File: config.mk
export PLATFORM = sky130hd
export DESIGN_NAME = fcau_unpack
export DESIGN_NICKNAME = d
export VERILOG_FILES = /design/src/rtl/fcau_pkg.sv /design/src/rtl/fcau_unpack.sv
export SDC_FILE = /design/constraint.sdc
export NUM_CORES = 1
export LEC_CHECK = 0
export ABC_AREA = 1
export BUFFER_PORTS_ARGS = -buffer_cell sky130_fd_sc_hd__buf_4
export CAP_MARGIN = 20
export CORE_MARGIN = 2
export CORE_UTILIZATION = 55
export CTS_CLUSTER_SIZE = 16
export DETAILED_ROUTE_END_ITERATION = 8
export GPL_ROUTABILITY_DRIVEN = 0
export PLACE_DENSITY = 0.79
export SYNTH_ARGS = -nofsm -noshare
export SYNTH_HDL_FRONTEND = slang
export SYNTH_SLANG_ARGS = --single-unit
File: constraint.sdc
create_clock -name clk -period 6.31 [get_ports clk]
set_clock_uncertainty 0.1 [all_clocks]
set_input_delay 1.262 -clock clk [delete_from_list [all_inputs] [get_ports clk]]
set_output_delay 1.262 -clock clk [all_outputs]
set_load 0.005 [all_outputs]
File: src/rtl/fcau_pkg.sv
// shared types, constants and helper functions of the float compare/arith unit
// no dependencies; every other rtl file refers to this package by scoped names
package fcau_pkg;

  // operation codes carried on the input tuser
  localparam logic [3:0] OP_EQ  = 4'd0;
  localparam logic [3:0] OP_NE  = 4'd1;
  localparam logic [3:0] OP_LT  = 4'd2;
  localparam logic [3:0] OP_LE  = 4'd3;
  localparam logic [3:0] OP_GT  = 4'd4;
  localparam logic [3:0] OP_GE  = 4'd5;
  localparam logic [3:0] OP_ADD = 4'd6;
  localparam logic [3:0] OP_SUB = 4'd7;
  localparam logic [3:0] OP_MUL = 4'd8;
  localparam logic [3:0] OP_DIV = 4'd9;
  localparam logic [3:0] OP_OR  = 4'd10;
  localparam logic [3:0] OP_AND = 4'd11;

  localparam logic [31:0] QNAN  = 32'h7FC0_0000;
  localparam logic [31:0] ONE_F = 32'h3F80_0000;
  localparam logic [31:0] INF_F = 32'h7F80_0000;

  // quotient bits resolved in each divider stage, and number of such stages
  localparam int DIV_STEPS  = 4;
  localparam int DIV_STAGES = 7;

  typedef enum logic [1:0] {
    KIND_SPEC,
    KIND_ADD,
    KIND_MUL,
    KIND_DIV
  } kind_t;

  // unpacked operands, significands normalised to a leading one at bit 23
  typedef struct packed {
    kind_t              kind;
    logic [31:0]        spec_val;
    logic               sign_a;
    logic               sign_b;
    logic signed [10:0] exp_a;
    logic signed [10:0] exp_b;
    logic [23:0]        man_a;
    logic [23:0]        man_b;
  } unp_t;

  // working beat from the setup stage to rounding
  typedef struct packed {
    kind_t              kind;
    logic [31:0]        spec_val;
    logic               sign;
    logic               eff_sub;
    logic signed [10:0] expo;
    logic [27:0]        mant;
    logic               sticky;
    logic [25:0]        rem;
    logic [23:0]        aux;
    logic [4:0]         shamt;
  } work_t;

  // position of the highest set bit, zero for a zero word
  function automatic logic [4:0] msb_pos(input logic [27:0] v);
    logic [4:0] p;
    p = '0;
    for (int i = 0; i < 28; i++) begin
      if (v[i]) p = 5'(i);
    end
    return p;
  endfunction

endpackage

File: src/rtl/fcau_unpack.sv
// stage 1: operand classification, comparisons, special results, prenormalising
// uses fcau_pkg
module fcau_unpack (
  input  logic             clk,
  input  logic             rst,
  input  logic             in_valid,
  output logic             in_ready,
  input  logic [3:0]       mode,
  input  logic [31:0]      left_bits,
  input  logic [31:0]      right_bits,
  output logic             out_valid,
  input  logic             out_ready,
  output fcau_pkg::unp_t   out_data
);

  fcau_pkg::unp_t d;
  logic nan_l, nan_r, inf_l, inf_r, zero_l, zero_r, unord;
  logic [31:0] key_l, key_r;
  logic eq, lt, sb_eff, sp;
  logic [23:0] ml, mr;
  logic [7:0] el, er;
  logic [4:0] lz_l, lz_r;

  always_comb begin
    nan_l  = left_bits[30:0] > fcau_pkg::INF_F[30:0];
    nan_r  = right_bits[30:0] > fcau_pkg::INF_F[30:0];
    inf_l  = left_bits[30:0] == fcau_pkg::INF_F[30:0];
    inf_r  = right_bits[30:0] == fcau_pkg::INF_F[30:0];
    zero_l = left_bits[30:0] == 31'd0;
    zero_r = right_bits[30:0] == 31'd0;
    unord  = nan_l | nan_r;
    key_l  = left_bits[31] ? (32'd0 - {1'b0, left_bits[30:0]}) : {1'b0, left_bits[30:0]};
    key_r  = right_bits[31] ? (32'd0 - {1'b0, right_bits[30:0]}) : {1'b0, right_bits[30:0]};
    eq     = key_l == key_r;
    lt     = $signed(key_l) < $signed(key_r);
    sb_eff = right_bits[31] ^ (mode == fcau_pkg::OP_SUB);
    sp     = left_bits[31] ^ right_bits[31];

    el   = (left_bits[30:23] == 8'd0) ? 8'd1 : left_bits[30:23];
    er   = (right_bits[30:23] == 8'd0) ? 8'd1 : right_bits[30:23];
    ml   = {(left_bits[30:23] != 8'd0), left_bits[22:0]};
    mr   = {(right_bits[30:23] != 8'd0), right_bits[22:0]};
    lz_l = 5'd23 - fcau_pkg::msb_pos({4'd0, ml});
    lz_r = 5'd23 - fcau_pkg::msb_pos({4'd0, mr});

    d.sign_a = left_bits[31];
    d.sign_b = (mode == fcau_pkg::OP_SUB) ? sb_eff : right_bits[31];
    d.man_a  = ml << lz_l;
    d.man_b  = mr << lz_r;
    d.exp_a  = $signed({3'd0, el}) - 11'sd127 - $signed({6'd0, lz_l});
    d.exp_b  = $signed({3'd0, er}) - 11'sd127 - $signed({6'd0, lz_r});
    d.kind     = fcau_pkg::KIND_SPEC;
    d.spec_val = '0;

    unique case (mode) inside
      fcau_pkg::OP_EQ: d.spec_val = (!unord && eq) ? fcau_pkg::ONE_F : '0;
      fcau_pkg::OP_NE: d.spec_val = (unord || !eq) ? fcau_pkg::ONE_F : '0;
      fcau_pkg::OP_LT: d.spec_val = (!unord && lt) ? fcau_pkg::ONE_F : '0;
      fcau_pkg::OP_LE: d.spec_val = (!unord && (lt || eq)) ? fcau_pkg::ONE_F : '0;
      fcau_pkg::OP_GT: d.spec_val = (!unord && !lt && !eq) ? fcau_pkg::ONE_F : '0;
      fcau_pkg::OP_GE: d.spec_val = (!unord && !lt) ? fcau_pkg::ONE_F : '0;
      fcau_pkg::OP_OR: d.spec_val = (!zero_l || !zero_r) ? fcau_pkg::ONE_F : '0;
      fcau_pkg::OP_AND: d.spec_val = (!zero_l && !zero_r) ? fcau_pkg::ONE_F : '0;
      fcau_pkg::OP_ADD, fcau_pkg::OP_SUB: begin
        if (unord) d.spec_val = fcau_pkg::QNAN;
        else if (inf_l) d.spec_val = (inf_r && left_bits[31] != sb_eff) ? fcau_pkg::QNAN
                                                                         : left_bits;
        else if (inf_r) d.spec_val = {sb_eff, right_bits[30:0]};
        else if (zero_l && zero_r) d.spec_val = {left_bits[31] & sb_eff, 31'd0};
        else if (zero_l) d.spec_val = {sb_eff, right_bits[30:0]};
        else if (zero_r) d.spec_val = left_bits;
        else d.kind = fcau_pkg::KIND_ADD;
      end
      fcau_pkg::OP_MUL: begin
        if (unord) d.spec_val = fcau_pkg::QNAN;
        else if (inf_l || inf_r) d.spec_val = (zero_l || zero_r) ? fcau_pkg::QNAN
                                                                 : {sp, fcau_pkg::INF_F[30:0]};
        else if (zero_l || zero_r) d.spec_val = {sp, 31'd0};
        else d.kind = fcau_pkg::KIND_MUL;
      end
      fcau_pkg::OP_DIV: begin
        if (unord) d.spec_val = fcau_pkg::QNAN;
        else if (inf_l) d.spec_val = inf_r ? fcau_pkg::QNAN : {sp, fcau_pkg::INF_F[30:0]};
        else if (inf_r) d.spec_val = {sp, 31'd0};
        else if (zero_r) d.spec_val = zero_l ? fcau_pkg::QNAN : {sp, fcau_pkg::INF_F[30:0]};
        else if (zero_l) d.spec_val = {sp, 31'd0};
        else d.kind = fcau_pkg::KIND_DIV;
      end
      default: d.spec_val = right_bits;
    endcase
  end

  assign in_ready = !out_valid || out_ready;

  always_ff @(posedge clk) begin
    if (rst) begin
      out_valid <= 1'b0;
    end else if (in_ready) begin
      out_valid <= in_valid;
    end
  end

  always_ff @(posedge clk) begin
    if (in_ready) begin
      out_data <= d;
    end
  end

endmodule

# Word-level counts from Yosys, hierarchy flattened

Cells that the tools add are included.

Bits in registers: 107
Input port bits: 72
Output and inout port bits: 108
Logic and storage cells: 162

Add/subtract/negate cells: 8
Magnitude comparators: 3
Equality and inequality tests: 15
Shifts and indexed selects: 2
Muxes and demuxes: 93
Bitwise operators: 4
Reduce and logical (&&, ||, !) cells: 28

Operators by type and width:

| cell                                                 | number |
|---|---|
| 2-to-1 mux 32 bit                                    | 20 |
| case mux 32 bit (11 select lines)                    | 1 |
| 2-to-1 mux 30 bit                                    | 8 |
| 2-to-1 mux 5 bit                                     | 30 |
| subtractor 1 x 31 -> 32 bit (first input constant)   | 2 |
| equality test 31 bit (second input constant)         | 2 |
| > comparator 31 bit (second input constant)          | 2 |
| zero test 31 bit                                     | 2 |
| << shifter 24 x 5 -> 24 bit                          | 2 |
| equality test 32 bit                                 | 1 |
| less-than comparator 32 bit                          | 1 |
| 2-to-1 mux 4 bit                                     | 8 |
| 2-to-1 mux 2 bit                                     | 11 |
| subtractor 9 x 6 -> 10 bit                           | 2 |
| subtractor 8 x 7 -> 9 bit (second input constant)    | 2 |
| equality test 4 x 3 -> 1 bit (second input constant) | 4 |
| equality test 4 bit (second input constant)          | 4 |
| zero test 8 bit                                      | 2 |
| 2-to-1 mux 8 bit                                     | 2 |
| nonzero test 8 bit                                   | 2 |
| 2-to-1 mux 3 bit                                     | 4 |
| subtractor 5 bit (first input constant)              | 2 |
| equality test 4 x 2 -> 1 bit (second input constant) | 2 |
| logical AND 1 bit                                    | 8 |
| other kinds (11)                                     | 29 |

# Depth between registers and ports, before layout

Gate-level depths: netlist (run 1).

Word-level depth: 25
Gate-level depth with buffers: 40
Mapped depth without buffers: 40

# Worst setup path after synthesis (run 1)

No wires, ideal clock.

Path kind: input -> register
Start: input right_bits[27]
End: register out_data[95] (netlist name) (data pin)
Library setup time: 269 ps
Arrival time: 4881 ps
Required time: 5941 ps
Setup slack: 1061 ps
Cell stages on the path: 25
Path buffers: 2
Cell sequence: buf_2 -> nor2_2 -> nand2_1 -> nor4_1 -> inv_1 -> nor2_2 -> inv_1 -> nor2_1 -> clkbuf_1 -> nand3_1 -> nand3_1 -> o21ai_2 -> nand2_1 -> nand2_1 -> ha_1 -> nand4_1 -> nor4_1 -> nand3_1 -> nor4_1 -> nand2_1 -> a21o_1 -> o21ai_2 -> nand2_2 -> nor2b_4 -> nand3_1

RTL lines:

| what                   | RTL line           | RTL |
|---|---|---|
| start: declaration     | fcau_unpack.sv:10  | `input logic [31:0] right_bits,` |
| end signal: assignment | fcau_unpack.sv:105 | `out_data <= d;` |
| end: declaration       | fcau_unpack.sv:13  | `output fcau_pkg::unp_t out_data` |

==> results of run 1 <==
==> metrics by stage <==
stage	cells	hold slack (ps)
3_5_place_dp	1810	890
6_report	1826	862
4_1_cts	1826	897
2_1_floorplan	1434	1230
3_3_place_gp	1810	859
5_1_grt	1826	942
==> cells by family after synthesis <==
kind of cell / after synthesis / share of synthesized area (%)
simple gates: 770 / 34.9
buf+inv: 237 / 9.46
compound gates: 198 / 11.6
flops: 105 / 31.4
xor+xnor: 77 / 6.73
fa+ha+maj: 47 / 6.02
==> state kept, by name, indices dropped and copies added, names as in the netlist <==
| name | flops |
|---|---|
| out_data | 104 |
| out_valid | 1 |
==> worst paths after layout <==
| kind | startpoint | to | slack [ps] | depth (start not counted) |
|---|---|---|---|---|
| setup / recovery | right_bits[1] | out_data[97] | 500 | 24 |
| setup reg to reg | out_valid | out_data[1] | 4250 | 2 |
| hold / removal | out_valid | out_valid | 860 | 2 |
| hold reg to reg | out_valid | out_valid | 860 | 2 |
==> worst max-delay path: stages <==
cell     delay [ps]
buf_4           120
inv_1           160
ha_1            210
nand2_1         110
nor2_2          200
nand2_1          90
nor2_1          180
nand2_1         190
o21ai_0         300
nand2_1         140
a21oi_1         230
o21ai_0         150
xor2_1          180
ha_1            300
nand4_1         120
nor4_1          380
nand3_1         150
nor4_2          380
nand2_1         180
a21o_1          240
o21ai_2         200
nand2_2         110
nor2b_4         140
nand3_1          90
==> per-layer routing <==
layer	part of all wire, %	up-vias
li1	-	5175
met1	40	4850
met2	46	684
met3	10	97
met4	3.9	0
met5	0	-
==> layout by cell type (no fill, tap or decap), types with 20 or more instances in the layout <==
cell type,instances
nand2_1,298
o21ai_0,79
xor2_1,71
nor2_2,20
nor3_1,24
ha_1,45
buf_4,196
o22ai_1,22
edfxtp_1,104
inv_1,167
nand4_1,26
nor2_1,122
nand3_1,246
a21oi_1,42
==> area by class of cell <==
class / count / area, sq um / share of cell area (%)
Tap cell: 229 / 287 / 2.42
Clock buffer: 9 / 225 / 1.90
Multi-Input combinational cell: 1092 / 5940 / 50.2
Clock inverter: 7 / 73.8 / 0.623
Inverter: 188 / 706 / 5.96
Sequential cell: 105 / 3140 / 26.5
Timing Repair Buffer: 196 / 1470 / 12.4
==> where the power goes <==
part           switching [mW]  internal, mW  leakage [nW]  total, mW
registers              0.0167         0.835          1.11      0.852
logic                   0.304         0.223          4.34      0.527
clock network           0.277         0.311         0.147      0.588
==> impl_metrics.json, run 1 <==
{
  "status": "finished, final reports clean",
  "relSlewSlack_pct": 39.3,
  "finalMaxSlewViolations": 0,
  "grt.busiest_layer": "met2",
  "p_per_area_nw_per_um2": 166,
  "die-area_sq_um": 19300,
  "ys_async_sr_fraction_pct": 0,
  "synth_nets": 1553,
  "nNetsFinal": 1711,
  "clk_latency_ps": 370,
  "synth_top_area_share_pct": 31.2,
  "wire_per_inst_microns": 16.9,
  "yosysSeqAreaShare_pct": 31.4,
  "synth_area_leader_cell": "edfxtp_1",
  "diodes": 0,
  "ys.flop_type": "edfxtp_1",
  "vias_per_cell": 5.92,
  "grt_overflow": 0,
  "grt_pass1_wl_microns": 49400,
  "antenna_left": 0,
  "netlist_area_sq_um": 10000,
  "critPathMaxFanout": 6,
  "grt_max_degree": 60,
  "cp-start-kind": "input pin",
  "yosys-top-cells-count": "nand2_1 (299), nand3_1 (246), inv_1 (167)",
  "cts_root_buf": "clkbuf_16",
  "drc": 0,
  "yosysMostFrequentCell": "nand2_1",
  "cap_violations": 0,
  "critical_path_class": "in -> reg",
  "clk_pin_slew_ps": 70,
  "use_met1_pct": 42.7,
  "synthTopCellsByArea": "edfxtp_1 (31%), nand3_1 (12%), nand2_1 (11%), inv_1 (6.3%), xor2_1 (6.2%)",
  "cts_made_buffers": 9,
  "finalHoldViolCount": 0,
  "drt_wl_total_microns": 30800,
  "tns_ps": 0,
  "placementRows": 49,
  "postCtsSetupRepairBufs": 0,
  "first_pass_iters": 8,
  "worstMarginPinSlew_ps": 908,
  "required_ps": 6320,
  "dpl.hpwl_microns": 23600,
  "setup_viol": 0,
  "fp.dieW_microns": 139,
  "grtUsageMet2_pct": 49.7,
  "grt_pass1_vias": 9938,
  "final_area_sq_um": 11800,
  "synthCells": 1434,
  "yosysWarnings": 0,
  "synth_cell_types": 56,
  "n_fill_cell": 1655,
  "io_pins": 180,
  "setup_ws_ps": 497,
  "cts_tree": "done",
  "fmax_mhz": 172,
  "vdd_drop_max_uv": 144,
  "syn2layout_area_growth_pct": 18.3,
  "core_sq_um": 17900,
  "drtIter0Drc": 1181,
  "antenna_found_initial": 0,
  "htree_num_levels": 3,
  "period_share_pct": 92.1,
  "rsz0062_at_grt": "no",
  "p_leak_nw": 5.59,
  "fin_crit_ps": 5810,
  "clk_path_buf_depth": 2,
  "synth_edf_count": 104,
  "cts_resized": 0,
  "io_buffers": 179,
  "grt_usage_pct": 31.4,
  "fin_util_pct": 66.2,
  "ctsHoldBuffers": 0,
  "cts.sinks": 105,
  "placed_area_sq_um": 11500,
  "num_vias": 10806,
  "met3_usage_pct": 4.83,
  "synth_area_per_cell_sq_um": 6.98,
  "p_total_mw": 1.97,
  "die_h_microns": 139,
  "critical_path_arrival_ps": 5820,
  "hp-class": "reg -> reg",
  "ys_seq_elements": 105,
  "place_ws_ps": 69.3,
  "drive_above_1_share_pct": 17.6,
  "initial_core_util_pct": 55.9,
  "worstSetupEndpointType": "register"
}
Note: power is estimated with default switching activity, not from simulation.
==> run 2, diff against run 1 <==
ABC_AREA = 0   (was 1)
==> impl_metrics.json, run 2 <==
{
  "status": "finished, final reports clean",
  "grt_overflow": 0,
  "io_pins": 180,
  "crit_family": "compound AO/OA/AOI/OAI gates",
  "cts.sinks": 105,
  "pwr-share-clk_pct": 28.4,
  "core_sq_um": 18000,
  "vdd_drop_max_uv": 133,
  "cts_resized": 0,
  "crit_start": "right_bits[0]",
  "synth_top_area_share_pct": 31.1,
  "fin_crit_ps": 5810,
  "clk_pin_slew_ps": 70,
  "setup_viol": 0,
  "crit_chain": "buf_4, inv_1, ha_1, or3b_2, or4_4, or2_2, o31ai_1, xor2_1, ha_1, a2111oi_0, o221ai_1, a221oi_1, nand4b_1, o21ai_0, a2111oi_0, o31ai_1, a21oi_4, o22a_1",
  "die-area_sq_um": 19300,
  "drt_wl_total_microns": 28100,
  "period_share_pct": 92.0,
  "path_buf_inv": 2,
  "worstSetupEndpointType": "register",
  "syn2layout_area_growth_pct": 14.4,
  "placed_area_sq_um": 11200,
  "worstMarginPinSlew_ps": 1040,
  "top_register": "out_data",
  "power.switching_fraction_pct": 29.4,
  "cts_tree": "done",
  "finalMaxSlewViolations": 0,
  "synthTopCellsByArea": "edfxtp_1 (31%), mux2i_1 (8.0%), ha_1 (5.6%), xnor2_1 (4.8%), nand2_1 (4.6%)",
  "rsz0062_at_grt": "no",
  "drc": 0,
  "p_leak_nw": 4.99,
  "slowest_stage": "or4_4",
  "synth_cell_types": 92,
  "cap_violations": 0,
  "reg_top3": "out_data: 104 flops, out_valid: 1 flops",
  "grt_pass1_wl_microns": 43800,
  "htree_num_levels": 3,
  "synth_edf_count": 104,
  "tns_ps": 0,
  "ys.flop_type": "edfxtp_1",
  "power_frac_comb_pct": 27.6,
  "yosys-top-cells-count": "nand2_1 (123), edfxtp_1 (104), nor2_1 (83)",
  "wire_per_inst_microns": 19.3,
  "cts_made_buffers": 9,
  "fmax_mhz": 172,
  "netlist_area_sq_um": 10000,
  "ctsHoldBuffers": 0,
  "hp-start": "rst",
  "clk_latency_ps": 360,
  "relSlewSlack_pct": 31.0,
  "synth_area_leader_cell": "edfxtp_1",
  "fp.dieW_microns": 139,
  "yosysMostFrequentCell": "nand2_1",
  "yosysSeqAreaShare_pct": 31.3,
  "vias_per_cell": 6.43,
  "cts_root_buf": "clkbuf_16",
  "cp-start-kind": "input pin",
  "p_per_area_nw_per_um2": 169,
  "ys_seq_elements": 105,
  "antenna_found_initial": 1,
  "num_vias": 9356,
  "finalHoldViolCount": 0,
  "final_cell_mix": "buf_4 (193), nand2_1 (123), edfxtp_1 (104), nor2_1 (83), mux2i_1 (80)",
  "initial_core_util_pct": 55.9,
  "grt_usage_pct": 27.9,
  "p_switching_mw": 0.570,
  "max_stage_delay_ps": 560,
  "final_area_sq_um": 11500,
  "largest_reg_flops": 104,
  "critPathMaxFanout": 9,
  "timing.rr.start": "out_valid",
  "ys_async_sr_fraction_pct": 0,
  "grt_pass1_vias": 8507,
  "grt_max_degree": 56,
  "critical_path_arrival_ps": 5820,
  "required_ps": 6320,
  "antenna_left": 0,
  "seq_power_share_pct": 44.1,
  "diodes": 0,
  "nNetsFinal": 1341,
  "postCtsSetupRepairBufs": 0,
  "synthCells": 1124,
  "placementRows": 49,
  "die_h_microns": 139,
  "hp-class": "in -> reg",
  "drtIter0Drc": 835,
  "synth_nets": 1243,
  "drive_above_1_share_pct": 21.5,
  "yosysWarnings": 0,
  "layout_commonest_cell": "buf_4",
  "critical_path_class": "in -> reg",
  "clk_path_buf_depth": 2,
  "dpl.hpwl_microns": 21000,
  "io_buffers": 179,
  "synth_area_per_cell_sq_um": 8.93,
  "p_int_mw": 1.37,
  "first_pass_iters": 5
}
run 2: cell count changes after synthesis, moves of 15 or more:
cell / delta
nor2_2: -19
a22o_1: +25
o21ai_1: -15
inv_1: -135
nand2_1: -176
xor2_1: -45
nand3_1: -224
clkbuf_1: +31
xnor2_1: +49
o31ai_1: +20
inv_2: -15
nor2_1: -40
mux2i_1: +80
o21ai_0: -23
run 2: power groups by stage:
| stage | clock (mW) | sequential, mW | combinational [mW] |
|---|---|---|---|
| finish | 0.550 | 0.855 | 0.535 |
| global route | 0.582 | 0.861 | 0.586 |
| CTS | 0.558 | 0.856 | 0.530 |
| detailed placement | 0 | 0.869 | 0.527 |
| global placement | 0 | 0.870 | 0.513 |
| floorplan | 0 | 0.878 | 0.320 |
run 2: cells by family (layout without fill, tap and decap cells):
kind of cell	count (synthesis)	after routing	synth area share, %
XOR/XNOR	81	81	7.07
multiplexers	97	97	9.88
adder cells (fa/ha/maj)	48	48	6.11
AND/OR/NAND/NOR	362	362	18.2
buffers and inverters	141	244	7.33
AO/OA/AOI/OAI	290	290	20.1
flip-flops	105	105	31.3
run 2: per-stage QoR:
stage | setup WS [ps] | cells | power, mW | hold WS, ps | utilization, %
final | 504 | 1456 | 1.94 | 944 | 63.9
after global placement | 343 | 1440 | 1.38 | 953 | 62.3
after global routing | 137 | 1456 | 2.03 | 939 | 63.9
after detailed placement | 209 | 1440 | 1.40 | 991 | 62.3
after CTS | 579 | 1456 | 1.94 | 940 | 63.9
after floorplan | 576 | 1124 | 1.20 | 1230 | -
run 2: final timing paths:
kind                  endpoint  depth (start not counted)  slack [ps]
hold reg to reg      out_valid                          2         960
setup reg to reg  out_data[79]                          2        4230
hold / removal       out_valid                          2         940
setup / recovery  out_data[96]                         18         500
run 2: layer usage:
layer / wire [microns] / vias to the layer above / global-route usage, %
met5: 11 / - / 0
met4: 712 / 2 / 8.83
met3: 2280 / 57 / 5.15
met2: 13000 / 439 / 45.2
met1: 12100 / 4502 / 38.2
li1: - / 4356 / -
run 2: area by class of cell:
| type | instances | area [sq um] |
|---|---|---|
| multi-input combinational | 878 | 6190 |
| clock buffer | 13 | 260 |
| timing repair buffer | 193 | 1450 |
| sequential | 105 | 3140 |
| fill | 1533 | 6480 |
| inverter | 35 | 131 |
| clock inverter | 3 | 25.0 |
| tap | 229 | 287 |
