--- src/rtl/fcau_pkg.sv ---
// shared types, constants and helper functions of the float compare/arith unit
// no dependencies; every other rtl file refers to this package by scoped names
package fcau_pkg;

  // operation codes carried on the input tuser
  localparam logic [3:0] OP_EQ  = 4'd0;
  localparam logic [3:0] OP_NE  = 4'd1;
  localparam logic [3:0] OP_LT  = 4'd2;
  localparam logic [3:0] OP_LE  = 4'd3;
  localparam logic [3:0] OP_GT  = 4'd4;
  localparam logic [3:0] OP_GE  = 4'd5;
  localparam logic [3:0] OP_ADD = 4'd6;
  localparam logic [3:0] OP_SUB = 4'd7;
  localparam logic [3:0] OP_MUL = 4'd8;
  localparam logic [3:0] OP_DIV = 4'd9;
  localparam logic [3:0] OP_OR  = 4'd10;
  localparam logic [3:0] OP_AND = 4'd11;

  localparam logic [31:0] QNAN  = 32'h7FC0_0000;
  localparam logic [31:0] ONE_F = 32'h3F80_0000;
  localparam logic [31:0] INF_F = 32'h7F80_0000;

  // quotient bits resolved in each divider stage, and number of such stages
  localparam int DIV_STEPS  = 4;
  localparam int DIV_STAGES = 7;

  typedef enum logic [1:0] {
    KIND_SPEC,
    KIND_ADD,
    KIND_MUL,
    KIND_DIV
  } kind_t;

  // unpacked operands, significands normalised to a leading one at bit 23
  typedef struct packed {
    kind_t              kind;
    logic [31:0]        spec_val;
    logic               sign_a;
    logic               sign_b;
    logic signed [10:0] exp_a;
    logic signed [10:0] exp_b;
    logic [23:0]        man_a;
    logic [23:0]        man_b;
  } unp_t;

  // working beat from the setup stage to rounding
  typedef struct packed {
    kind_t              kind;
    logic [31:0]        spec_val;
    logic               sign;
    logic               eff_sub;
    logic signed [10:0] expo;
    logic [27:0]        mant;
    logic               sticky;
    logic [25:0]        rem;
    logic [23:0]        aux;
    logic [4:0]         shamt;
  } work_t;

  // position of the highest set bit, zero for a zero word
  function automatic logic [4:0] msb_pos(input logic [27:0] v);
    logic [4:0] p;
    p = '0;
    for (int i = 0; i < 28; i++) begin
      if (v[i]) p = 5'(i);
    end
    return p;
  endfunction

endpackage

--- src/rtl/fcau_align.sv ---
// alignment and significand add/subtract, divider remainder to sticky
// uses fcau_pkg
module fcau_align (
  input  logic             clk,
  input  logic             rst,
  input  logic             in_valid,
  output logic             in_ready,
  input  fcau_pkg::work_t  in_data,
  output logic             out_valid,
  input  logic             out_ready,
  output fcau_pkg::work_t  out_data
);

  fcau_pkg::work_t d;
  logic [57:0] wide;
  logic [26:0] b;
  logic st;

  always_comb begin
    d    = in_data;
    wide = {in_data.aux, 3'd0, 31'd0} >> in_data.shamt;
    b    = wide[57:31];
    st   = |wide[30:0];
    case (in_data.kind)
      fcau_pkg::KIND_ADD: begin
        d.sticky = st;
        if (in_data.eff_sub) d.mant = in_data.mant - {1'b0, b} - {27'd0, st};
        else d.mant = in_data.mant + {1'b0, b};
      end
      fcau_pkg::KIND_DIV: d.sticky = in_data.rem != 26'd0;
      default: ;
    endcase
  end

  assign in_ready = !out_valid || out_ready;

  always_ff @(posedge clk) begin
    if (rst) begin
      out_valid <= 1'b0;
    end else if (in_ready) begin
      out_valid <= in_valid;
    end
  end

  always_ff @(posedge clk) begin
    if (in_ready) begin
      out_data <= d;
    end
  end

endmodule

--- config.mk ---
export PLATFORM = sky130hd
export DESIGN_NAME = fcau_align
export DESIGN_NICKNAME = d
export VERILOG_FILES = /design/src/rtl/fcau_pkg.sv /design/src/rtl/fcau_align.sv
export SDC_FILE = /design/constraint.sdc
export NUM_CORES = 1
export LEC_CHECK = 0
export BUFFER_PORTS_ARGS = -buffer_cell sky130_fd_sc_hd__buf_2
export CORE_MARGIN = 4
export CORE_UTILIZATION = 50
export DETAILED_ROUTE_END_ITERATION = 8
export GPL_TIMING_DRIVEN = 0
export PLACE_DENSITY = 0.75
export SLEW_MARGIN = 15
export SYNTH_ARGS = -nofsm -noshare
export SYNTH_HDL_FRONTEND = slang
export SYNTH_SLANG_ARGS = --single-unit
--- constraint.sdc ---
create_clock -name clk -period 6.57 [get_ports clk]
set_input_delay 0.9855 -clock clk [delete_from_list [all_inputs] [get_ports clk]]
set_output_delay 0.9855 -clock clk [all_outputs]
set_load 0.01 [all_outputs]
# --- Word level (Yosys, flattened, before mapping) ---
# Index checks and enable logic that the tools add are counted.
totals:
  ff_bits: 132
  latchBits: 0
  ramBits: 0
  romBits: 0
  inputBits: 135
  output_inout_bits: 133
  wordCells: 24
  mem_count: 0
op_classes:
  addsub: 3
  mul: 0
  div: 0
  magnitude_cmp: 0
  eq_ne: 2
  shift: 1
  mux: 3
  bitwise: 0
  n_reduce_logical: 4
op_table:
  columns: ["operator", "n"]
  rows:
  - ["$shr 58x5->58", 1]
  - ["$mux 28", 2]
  - ["$reduce_or 31->1", 1]
  - ["$add 28x27->28", 1]
  - ["$sub 28x1->28", 1]
  - ["$sub 28x27->28", 1]
  - ["$reduce_bool 26->1", 1]
  - ["$eq 2x1->1 const B", 1]
  - ["$eq 2x2->1 const B", 1]
  - ["$pmux 1 s2", 1]
  - ["$logic_not 1->1", 1]
  - ["$logic_or 1x1->1", 1]

# --- Logic depth before layout (Yosys ltp) ---
# Gate-level depths: netlist of the first run.
depth:
  word_depth: 5
  mapped_depth: 25
  depth_no_buf: 21

# --- Worst setup path before layout of the first run ---
# No wires, ideal clock.
synth_path:
  path_type: "input -> register"
  startpoint: "in in_data[2] (netlist name)"
  endpoint: "reg out_data[80] (netlist name), data pin"
  setup_ps: 269
  arrival_ps: 5744
  required_time_ps: 6301
  setup_slack_ps: 558
  path_stages: 23
  n_path_buf: 3
  path_cell_list: "buf_2 buf_1 clkbuf_1 mux4_2 mux2i_1 nand2_1 a211o_1 o41ai_2 and3_1 fa_1 inv_1 ha_1 nor2_1 fa_1 a21bo_2 a22oi_1 a32oi_1 a31oi_1 a41o_1 a31oi_1 xor2_1 a2bb2oi_1 o31ai_1"
synth_rtl:
  columns: ["item", "line", "text"]
  rows:
  - ["start, declared", "fcau_align.sv:8", "input fcau_pkg::work_t in_data,"]
  - ["end signal, assigned", "fcau_align.sv:47", "out_data <= d;"]
  - ["end, declared", "fcau_align.sv:11", "output fcau_pkg::work_t out_data"]

==> results of run 1 <==
cell usage in the layout (no fill, tap or decap), types with 6 or more instances in the layout:
cell type  instances
nor2b_1           14
a21o_1            14
nor2_1            69
a21oi_1           60
nor3_1            15
o21bai_1           6
edfxtp_1         131
mux4_2            22
o211ai_1          14
o21a_1             9
mux2i_1           19
inv_8              6
o31ai_1            8
ha_1              79
nand4_1           10
buf_2            274
nand3_1           10
nand2_1           61
xor2_1             7
xnor2_1           35
o21ai_0           46
nand2b_1           9
clkbuf_1          21
clkbuf_16         17
a31oi_1            6
o22ai_1           10
and3_1             7
mux2_2            10
nor4_1            11
a211o_1            8
inv_1             91
critical path, cell delays in order:
cell       delay [ns]
buf_2            0.09
buf_6            0.12
buf_6            0.17
buf_2            0.28
mux4_2           0.53
mux2i_1          0.31
nand2_1          0.08
a211o_1          0.29
o41ai_4          0.40
and3_4           0.26
fa_1             0.44
inv_1            0.07
ha_1             0.16
nor2_1           0.07
fa_1             0.43
a21bo_2          0.26
a22oi_2          0.25
a32oi_2          0.15
a31oi_4          0.32
a41o_1           0.31
a31oi_1          0.12
xor2_1           0.15
a2bb2oi_1        0.17
o31ai_1          0.11
what timing repair did:
| action | CTS | global route |
|---|---|---|
| hold buffers | 0 | 0 |
| setup endpoints to repair | 5 | 8 |
| pin swaps | 0 | 5 |
| endpoints found under the hold margin | 0 | 0 |
| resized for setup | 3 | 14 |
| buffers inserted | 0 | 2 |
metal layers:
metal | wire length [µm] | track usage | share of wire | vias to the layer above
met5 | 0 | 0 | 0 | -
met4 | 937 | 0.1083 | 0.033 | 0
met3 | 2342 | 0.04765 | 0.082 | 86
met2 | 14120 | 0.4538 | 0.49 | 462
met1 | 11200 | 0.3222 | 0.39 | 3983
li1 | - | - | - | 4011
Yosys cell counts, drive strengths merged (5+ instances only):
master | instances | area share
nand3 | 10 | 0.0053
xor2 | 7 | 0.0065
o22ai | 10 | 0.0066
clkbuf | 22 | 0.0087
o21bai | 6 | 0.0048
mux2 | 10 | 0.012
a211o | 8 | 0.0074
nor2 | 69 | 0.027
a21o | 14 | 0.011
a21oi | 60 | 0.032
nor4 | 11 | 0.0073
and2 | 5 | 0.0033
nand2 | 61 | 0.024
nor3 | 15 | 0.0079
edfxtp | 131 | 0.42
o21a | 9 | 0.0071
xnor2 | 35 | 0.032
buf | 17 | 0.0099
ha | 79 | 0.10
inv | 92 | 0.036
a31oi | 7 | 0.0046
mux2i | 22 | 0.024
nor2b | 14 | 0.0092
o211ai | 14 | 0.011
a211oi | 5 | 0.0040
and3 | 8 | 0.0053
mux4 | 22 | 0.052
nand4 | 10 | 0.0066
o31ai | 8 | 0.0063
o21ai | 51 | 0.027
or2 | 7 | 0.0046
or3 | 5 | 0.0033
a2111oi | 6 | 0.0063
nand2b | 10 | 0.0066
worst paths after layout:
path	from	end	slack (ns)	cells after the start
worst max-delay path	in_data[0]	out_data[80]$_DFFE_PP_	0.21	24
worst min-delay path	rst	out_valid$_SDFFE_PP0P_	0.70	2
worst max register to register	out_valid$_SDFFE_PP0P_	out_data[68]$_DFFE_PP_	4.86	3
worst min register to register	out_valid$_SDFFE_PP0P_	out_data[113]$_DFFE_PP_	0.95	1
final cells by class:
| class | instances | share of cell area |
|---|---|---|
| clock buffer | 17 | 0.03576 |
| multi-input combinational | 656 | 0.4280 |
| inverter | 92 | 0.02903 |
| buffer | 39 | 0.01525 |
| timing repair buffer | 271 | 0.1176 |
| sequential | 132 | 0.3324 |
| clock inverter | 15 | 0.01715 |
| tap | 234 | 0.02461 |
| antenna | 1 | 0.0002104 |
sequential cells by signal, summed over array words and instances (netlist names):
| name | flops |
|---|---|
| out_data | 131 |
| out_valid | 1 |
metrics by stage:
step,instances,area (µm²)
finish,1457,11900
global route,1457,11900
CTS,1454,11800
detailed placement,1422,11160
global placement,1420,11110
floorplan,919,9477
logic make-up after synthesis:
group	after synthesis	share of synthesized area
mux	54	0.08780
xor+xnor	42	0.03882
fa+ha+maj	82	0.1106
compound gates	239	0.1673
simple gates	239	0.1232
flops	132	0.4172
buf+inv	131	0.05506
where the power goes:
group          switching [W]  internal, W
sequential         0.0000144      0.00100
clock               0.000423     0.000585
combinational       0.000526     0.000366
==> results_dict.tcl, run 1 <==
set metrics [dict create \
    power.total_w 0.002919 \
    fin_crit_sh 0.9680 \
    synth-edff-count 131 \
    htree_levels 4 \
    grt_max_degree 62 \
    ys.flop_type "edfxtp_1" \
    grt_pass1_wl_um 44260 \
    tritoncts "done" \
    syn_area_um2 9477 \
    multi_input_area_um2 5091 \
    dr.pass1.iters 6 \
    port_buffers 267 \
    fin_util 0.6381 \
    layout.nets 1426 \
    seq_area_um2 3954 \
    vias 8542 \
    end_kind "register" \
    ys_types 73 \
    crit_type "input port to register" \
    irDropWorstVdd_mv 0.1774 \
    drt_iter0_markers 696 \
    worst-path-max-fanout 10 \
    startpoint_type "input port" \
    ant_nets 0 \
    grt-ovfl-total 0 \
    initial_core_util 0.5083 \
    coreArea_um2 18640 \
    worstPathArrival_ns 6.51 \
    grt_antenna_before_repair 1 \
    dp_hpwl_um 22330 \
    wl_um 28600 \
    worst_pin_slew_ns 0.7762 \
    cts_root_buf "clkbuf_16" \
    slew_viol_final 0 \
    cts.sinks 132 \
    drive_above_1_share 0.2987 \
    avgSynthCellArea_um2 10.31 \
    cap_violations 0 \
    min_period_ns 6.360 \
    ios 268 \
    gp_congestion 1.004 \
    grt_util_all_layers 0.2616 \
    slew_headroom 0.4692 \
    avgRoutedWirePerCell_um 19.63 \
    hold_ws_ns 0.7016 \
    clk_pin_slew_ns 0.07 \
    power-per-cell-area_nw_per_um2 245.4 \
    async_flop_share 0 \
    fill_cells 1555 \
    dieArea_um2 21220 \
    row_count 50 \
    die_h_um 145.7 \
    cp_data_required_time_ns 6.72 \
    worstSkewPairLatency_ns 0.43 \
    synth-seq-area-share 0.4172 \
    power.leakage_nw 5.298 \
    setup_viol 0 \
    worst_slack_ns 0.2104 \
    dp_slack_ns -0.7386 \
    ys_ff_latch 132 \
    numCtsBuffers 17 \
    drc 0 \
    fmaxAchievable_mhz 157.2 \
    via_per_inst 5.863 \
    skew_ns 0.009360 \
    cts_max_path_buffers 2 \
    finalHoldViolations 0 \
    ys.warnings.count 0 \
    status "finished clean" \
    syn_inst 919 \
    die_width_um 145.7 \
    syn_nets 1136 \
    hp-class "input port to register" \
    tns_ns 0 \
    grt_pass1_vias 8255 \
    syn_to_final_growth_pct 25.52 \
]
No activity file was read; power rests on OpenSTA's default activity.
==> inputs of run 2 (changes only) <==
Settings changed: ABC_AREA set to 1, PLACE_DENSITY 0.75 to 0.74.
==> results_dict.tcl, run 2 <==
set metrics [dict create \
    worstHoldStart "rst" \
    ys_ff_latch 132 \
    syn_nets 1553 \
    min_period_ns 5.260 \
    hold_end "out_valid$_SDFFE_PP0P_" \
    via_per_inst 5.584 \
    end_kind "register" \
    slew_viol_final 0 \
    avgSynthCellArea_um2 7.501 \
    ys_types 38 \
    synth-edff-count 131 \
    dr.pass1.iters 8 \
    synth-seq-area-share 0.3946 \
    drc 0 \
    synth_top_area_frac 0.3926 \
    top_register "out_data" \
    slew_headroom 0.4365 \
    numCtsBuffers 17 \
    wl_um 35940 \
    worstReg2RegEnd "out_data[37]$_DFFE_PP_" \
    die_width_um 149.6 \
    cp_common_cell "nand2_1" \
    drt_iter0_markers 1168 \
    fin_crit_sh 0.8006 \
    dp_hpwl_um 29430 \
    grt_max_degree 55 \
    fmaxAchievable_mhz 190.1 \
    yosysMostFrequentCell "nand2_1" \
    ys.warnings.count 0 \
    drive_above_1_share 0.2046 \
    port_buffers 267 \
    syn_to_final_growth_pct 23.24 \
    startpoint_type "input port" \
    fin_util 0.6304 \
    tritoncts "done" \
    finalHoldViolations 0 \
    synth_area_leaders "edfxtp_1, nand2_1, ha_1" \
    gp_congestion 1.006 \
    postCtsSetupBuffers 0 \
    holdPathStages 2 \
    crit_path_start "in_data[1]" \
    postCtsHoldBufs 0 \
    grt_pass1_vias 9928 \
    layout.nets 1841 \
    grt_antenna_before_repair 2 \
    cts_max_path_buffers 2 \
    top_regs "out_data: 131 flops, out_valid: 1 flops" \
    crit_type "input port to register" \
    worstSkewPairLatency_ns 0.44 \
    yosys-top-cells-count "nand2_1, nand3_1, inv_1" \
    rsz0062_at_grt "false" \
    cts.sinks 132 \
    power.leakage_nw 6.114 \
    p_comb_frac 0.310 \
    p_seq_frac 0.351 \
    die_h_um 149.6 \
    worst_pin_slew_ns 0.8453 \
    largest_register_ffs 131 \
    grt_pass1_wl_um 54400 \
    cts_root_buf "clkbuf_16" \
    cap_violations 0 \
    cpMaxStageDelayCell "fa_1" \
    irDropWorstVdd_mv 0.1941 \
    p_switching_w 0.001080 \
    status "finished clean" \
    r2r_slack_ns 5.11 \
    initial_core_util 0.5115 \
    power-per-cell-area_nw_per_um2 234.5 \
    ys.flop_type "edfxtp_1" \
    cp_data_required_time_ns 6.76 \
    dieArea_um2 22370 \
    clk_pin_slew_ns 0.07 \
    htree_levels 4 \
    syn_area_um2 10020 \
    vias 10630 \
    layout_commonest_cell "nand2_1" \
    coreArea_um2 19590 \
    worstPathArrival_ns 5.45 \
    async_flop_share 0 \
    worst-path-max-fanout 10 \
    row_count 51 \
    ios 268 \
    reg2reg_from "out_valid$_SDFFE_PP0P_" \
    yosysTopAreaCell "edfxtp_1" \
    rr_worst_depth 2 \
    ant_nets 0 \
    clockPowerShare 0.339 \
    grt_util_all_layers 0.3177 \
    cts_resized 0 \
    intPower_w 0.001815 \
    slowest_delay_ns 0.48 \
    setup_viol 0 \
    fill_cells 1791 \
    grt-ovfl-total 0 \
    skew_ns 0.01153 \
    switching_share 0.3732 \
    hp-class "input port to register" \
    avgRoutedWirePerCell_um 18.88 \
    tns_ns 0 \
    final_cell_mix "nand2_1, buf_2, nand3_1" \
    syn_inst 1336 \
]
==> run 2: changes by cell type in the layout (fill, tap and decap cells not counted), sizes merged, moves of 14 or more <==
cell	delta
nand2	+288
nand3	+170
inv	+78
nor2	+49
o21ai	+36
xnor2	-31
a21oi	+28
mux2i	-22
mux4	-22
nor2b	-14
==> run 2: cell families (layout without fill, tap and decap cells) <==
| group | count (synthesis) | in the layout | synth area share |
|---|---|---|---|
| and+or+nand+nor | 694 | 694 | 0.2939 |
| adders and majority gates | 82 | 82 | 0.1046 |
| DFF | 132 | 132 | 0.3946 |
| buffers and inverters | 206 | 507 | 0.08341 |
| AOI/OAI and AO/OA | 213 | 213 | 0.1156 |
| xor gates and xnor gates | 9 | 9 | 0.007866 |
| other | 0 | 1 | 0 |
==> run 2: worst max-delay path by stage <==
stage / to / slack, ns / cells past startpoint
2_1_floorplan: in_ready / 1.73 / 2
3_3_place_gp: in_ready / 0.08 / 4
3_5_place_dp: out_data[76]$_DFFE_PP_ / 0.94 / 35
4_1_cts: out_data[76]$_DFFE_PP_ / 1.40 / 35
5_1_grt: out_data[76]$_DFFE_PP_ / 0.96 / 35
6_report: out_data[76]$_DFFE_PP_ / 1.31 / 35
==> run 2: power groups by stage <==
| stage | Sequential, W | Combinational (W) | Clock, W |
|---|---|---|---|
| after global placement | 0.00104 | 0.000864 | 0 |
| after CTS | 0.00102 | 0.000880 | 0.000990 |
| after global routing | 0.00102 | 0.000989 | 0.00103 |
| after detailed placement | 0.00103 | 0.000875 | 0 |
| after floorplan | 0.00108 | 0.000521 | 0 |
| final | 0.00102 | 0.000898 | 0.000980 |
==> run 2: layer usage <==
| layer | vias to the layer above | routed length (µm) | global-route usage |
|---|---|---|---|
| met1 | 4870 | 15030 | 0.4325 |
| met5 | - | 13 | 0 |
| li1 | 5099 | - | - |
| met3 | 66 | 3742 | 0.06390 |
| met4 | 2 | 918 | 0.1011 |
| met2 | 590 | 16230 | 0.5122 |
==> run 2: critical path, delay by kind of cell <==
kind | cells | cell delay, ns
and+or+nand+nor | 22 | 2.06
AOI/OAI and AO/OA | 3 | 0.63
buffers and inverters | 7 | 0.70
adders and majority gates | 3 | 1.05
==> run 2: final cells by class <==
| type | count | area (µm²) | share of cell area |
|---|---|---|---|
| Clock inverter | 15 | 177.7 | 0.01439 |
| Inverter | 170 | 643.1 | 0.05208 |
| Timing Repair Buffer | 269 | 1384 | 0.1121 |
| Tap cell | 265 | 331.6 | 0.02685 |
| Buffer | 36 | 192.7 | 0.01560 |
| Sequential cell | 132 | 3954 | 0.3202 |
| Antenna cell | 1 | 2.502 | 0.0002026 |
| Clock buffer | 17 | 425.4 | 0.03445 |
| Multi-Input combinational cell | 998 | 5239 | 0.4242 |
==> run 2: metrics by stage <==
step / total power [W] / hold WS (ns) / cells / area, µm² / setup slack, ns
6_report: 0.002895 / 0.7014 / 1903 / 12350 / 1.310
3_5_place_dp: 0.001910 / 0.9714 / 1870 / 11740 / 0.9382
5_1_grt: 0.003043 / 0.6923 / 1903 / 12350 / 0.9571
3_3_place_gp: 0.001905 / 1.143 / 1868 / 11690 / 0.08466
2_1_floorplan: 0.001601 / 1.055 / 1336 / 10020 / 1.730
4_1_cts: 0.002888 / 0.6891 / 1902 / 12350 / 1.400
==> inputs of run 3 (changes only) <==
Clock period 6.57 ns to 5.01 ns, I/O delays scaled along.
==> results_dict.tcl, run 3 (same netlist as run 2, synthesis figures left out) <==
set metrics [dict create \
    status "finished clean" \
    htree_levels 4 \
    dp_hpwl_um 29430 \
    grt_util_all_layers 0.3177 \
    finalNonFillerCells 1905 \
    setup_viol 0 \
    grt_pass1_wl_um 54400 \
    worst-path-max-fanout 10 \
    drt_iter0_markers 1221 \
    fin_crit_sh 0.9392 \
    cpMaxStageDelayCell "fa_1" \
    min_period_ns 4.705 \
    hold_ws_ns 0.4702 \
    reg2reg_from "out_valid$_SDFFE_PP0P_" \
    dieArea_um2 22370 \
    cts_root_buf "clkbuf_16" \
    largest_register_ffs 131 \
    tritoncts "done" \
    top_regs "out_data: 131 flops, out_valid: 1 flops" \
    grt_pass1_vias 9928 \
    slew_viol_final 0 \
    worstPathArrival_ns 4.89 \
    holdPathStages 2 \
    ant_nets 0 \
    grt_max_degree 55 \
    irDropWorstVdd_mv 0.2518 \
    use_met1 0.4325 \
    cp_data_required_time_ns 5.19 \
    final_cell_mix "nand2_1, buf_2, nand3_1" \
    crit_path_start "in_data[1]" \
    top_register "out_data" \
    layout_commonest_cell "nand2_1" \
    placed_cells 1870 \
    syn_to_final_growth_pct 23.80 \
    initial_core_util 0.5115 \
    startpoint_type "input port" \
    slowest_delay_ns 0.44 \
    numCtsBuffers 17 \
    grt_antenna_before_repair 2 \
    grt_use_met3 0.06390 \
    ios 268 \
    wl_um 36010 \
    top_usage_layer "met2" \
    hp-class "input port to register" \
    coreArea_um2 19590 \
    cap_violations 0 \
    crit_type "input port to register" \
    use_met2 0.5122 \
    worstReg2RegEnd "out_data[37]$_DFFE_PP_" \
    row_count 51 \
    cts.sinks 132 \
    avgRoutedWirePerCell_um 18.90 \
    end_kind "register" \
    hold_end "out_valid$_SDFFE_PP0P_" \
    drive_above_1_share 0.2111 \
    r2r_slack_ns 3.55 \
    power.leakage_nw 6.137 \
    rsz0062_at_grt "false" \
    worstSkewPairLatency_ns 0.44 \
    cp_common_cell "nand2_1" \
    drc 0 \
    finalHoldViolations 0 \
    vias 10670 \
    cts_max_path_buffers 2 \
    power-per-cell-area_nw_per_um2 307.5 \
    worst_pin_slew_ns 0.8343 \
    dp_slack_ns -0.3878 \
    fmaxAchievable_mhz 212.5 \
    rr_worst_depth 2 \
    die_width_um 149.6 \
    clk_pin_slew_ns 0.07 \
    dr.pass1.iters 6 \
    worst_slack_ns 0.3046 \
    worstHoldStart "rst" \
    die_h_um 149.6 \
    via_per_inst 5.603 \
    port_buffers 267 \
    skew_ns 0.01218 \
    gp_congestion 1.006 \
    tns_ns 0 \
    slew_headroom 0.4438 \
    layout.nets 1843 \
    grt-ovfl-total 0 \
]
==> run 3: timing repair <==
item | 4_1_cts | 5_1_grt
setup buffers | 0 | 2
gates resized for setup | 0 | 13
hold buffers | 0 | 0
endpoints found under the setup margin | 0 | 6
==> run 3: layout make-up <==
| class | count | area [µm²] |
|---|---|---|
| Buffer | 36 | 203.9 |
| Inverter | 170 | 643.1 |
| Antenna cell | 1 | 2.502 |
| Tap cell | 265 | 331.6 |
| Clock buffer | 17 | 425.4 |
| Sequential cell | 132 | 3954 |
| Fill cell | 1787 | 7184 |
| Multi-Input combinational cell | 998 | 5269 |
| Clock inverter | 15 | 177.7 |
| Timing Repair Buffer | 271 | 1399 |
==> run 3: per-layer routing <==
layer	up-vias	part of all wire
li1	5103	-
met1	4937	0.42
met2	565	0.45
met3	66	0.10
met4	2	0.026
met5	-	0.00036
==> run 3: worst max-delay path by stage <==
stage | end | slack (ns) | cells past startpoint
floorplan | in_ready | 0.64 | 2
global placement | in_ready | -1.01 | 4
detailed placement | out_data[76]$_DFFE_PP_ | -0.39 | 35
CTS | out_data[76]$_DFFE_PP_ | 0.07 | 35
global route | out_data[76]$_DFFE_PP_ | 0.02 | 35
finish | out_data[76]$_DFFE_PP_ | 0.30 | 35
==> run 3: critical path: cells and delay by family <==
| family | cells | cell delay (ns) |
|---|---|---|
| and+or+nand+nor | 22 | 1.96 |
| AOI/OAI and AO/OA | 3 | 0.49 |
| buffers and inverters | 7 | 0.67 |
| adders and majority gates | 3 | 0.97 |
==> run 3: stage by stage <==
stage                     area [µm²]  total power, W    util
after floorplan                10020        0.002099       -
after global placement         11690        0.002498  0.5967
after detailed placement       11740        0.002505  0.5995
after CTS                      12350        0.003787  0.6303
after global routing           12410        0.004004  0.6333
final                          12410        0.003814  0.6333
==> run 3: where the power goes <==
part	total, W	switching (W)	internal [W]	leakage (nW)
Combinational	0.00119	0.000796	0.000398	4.48
Sequential	0.00133	0.0000192	0.00131	1.37
Clock	0.00129	0.000610	0.000677	0.291
Total	0.00381	0.00143	0.00239	6.14
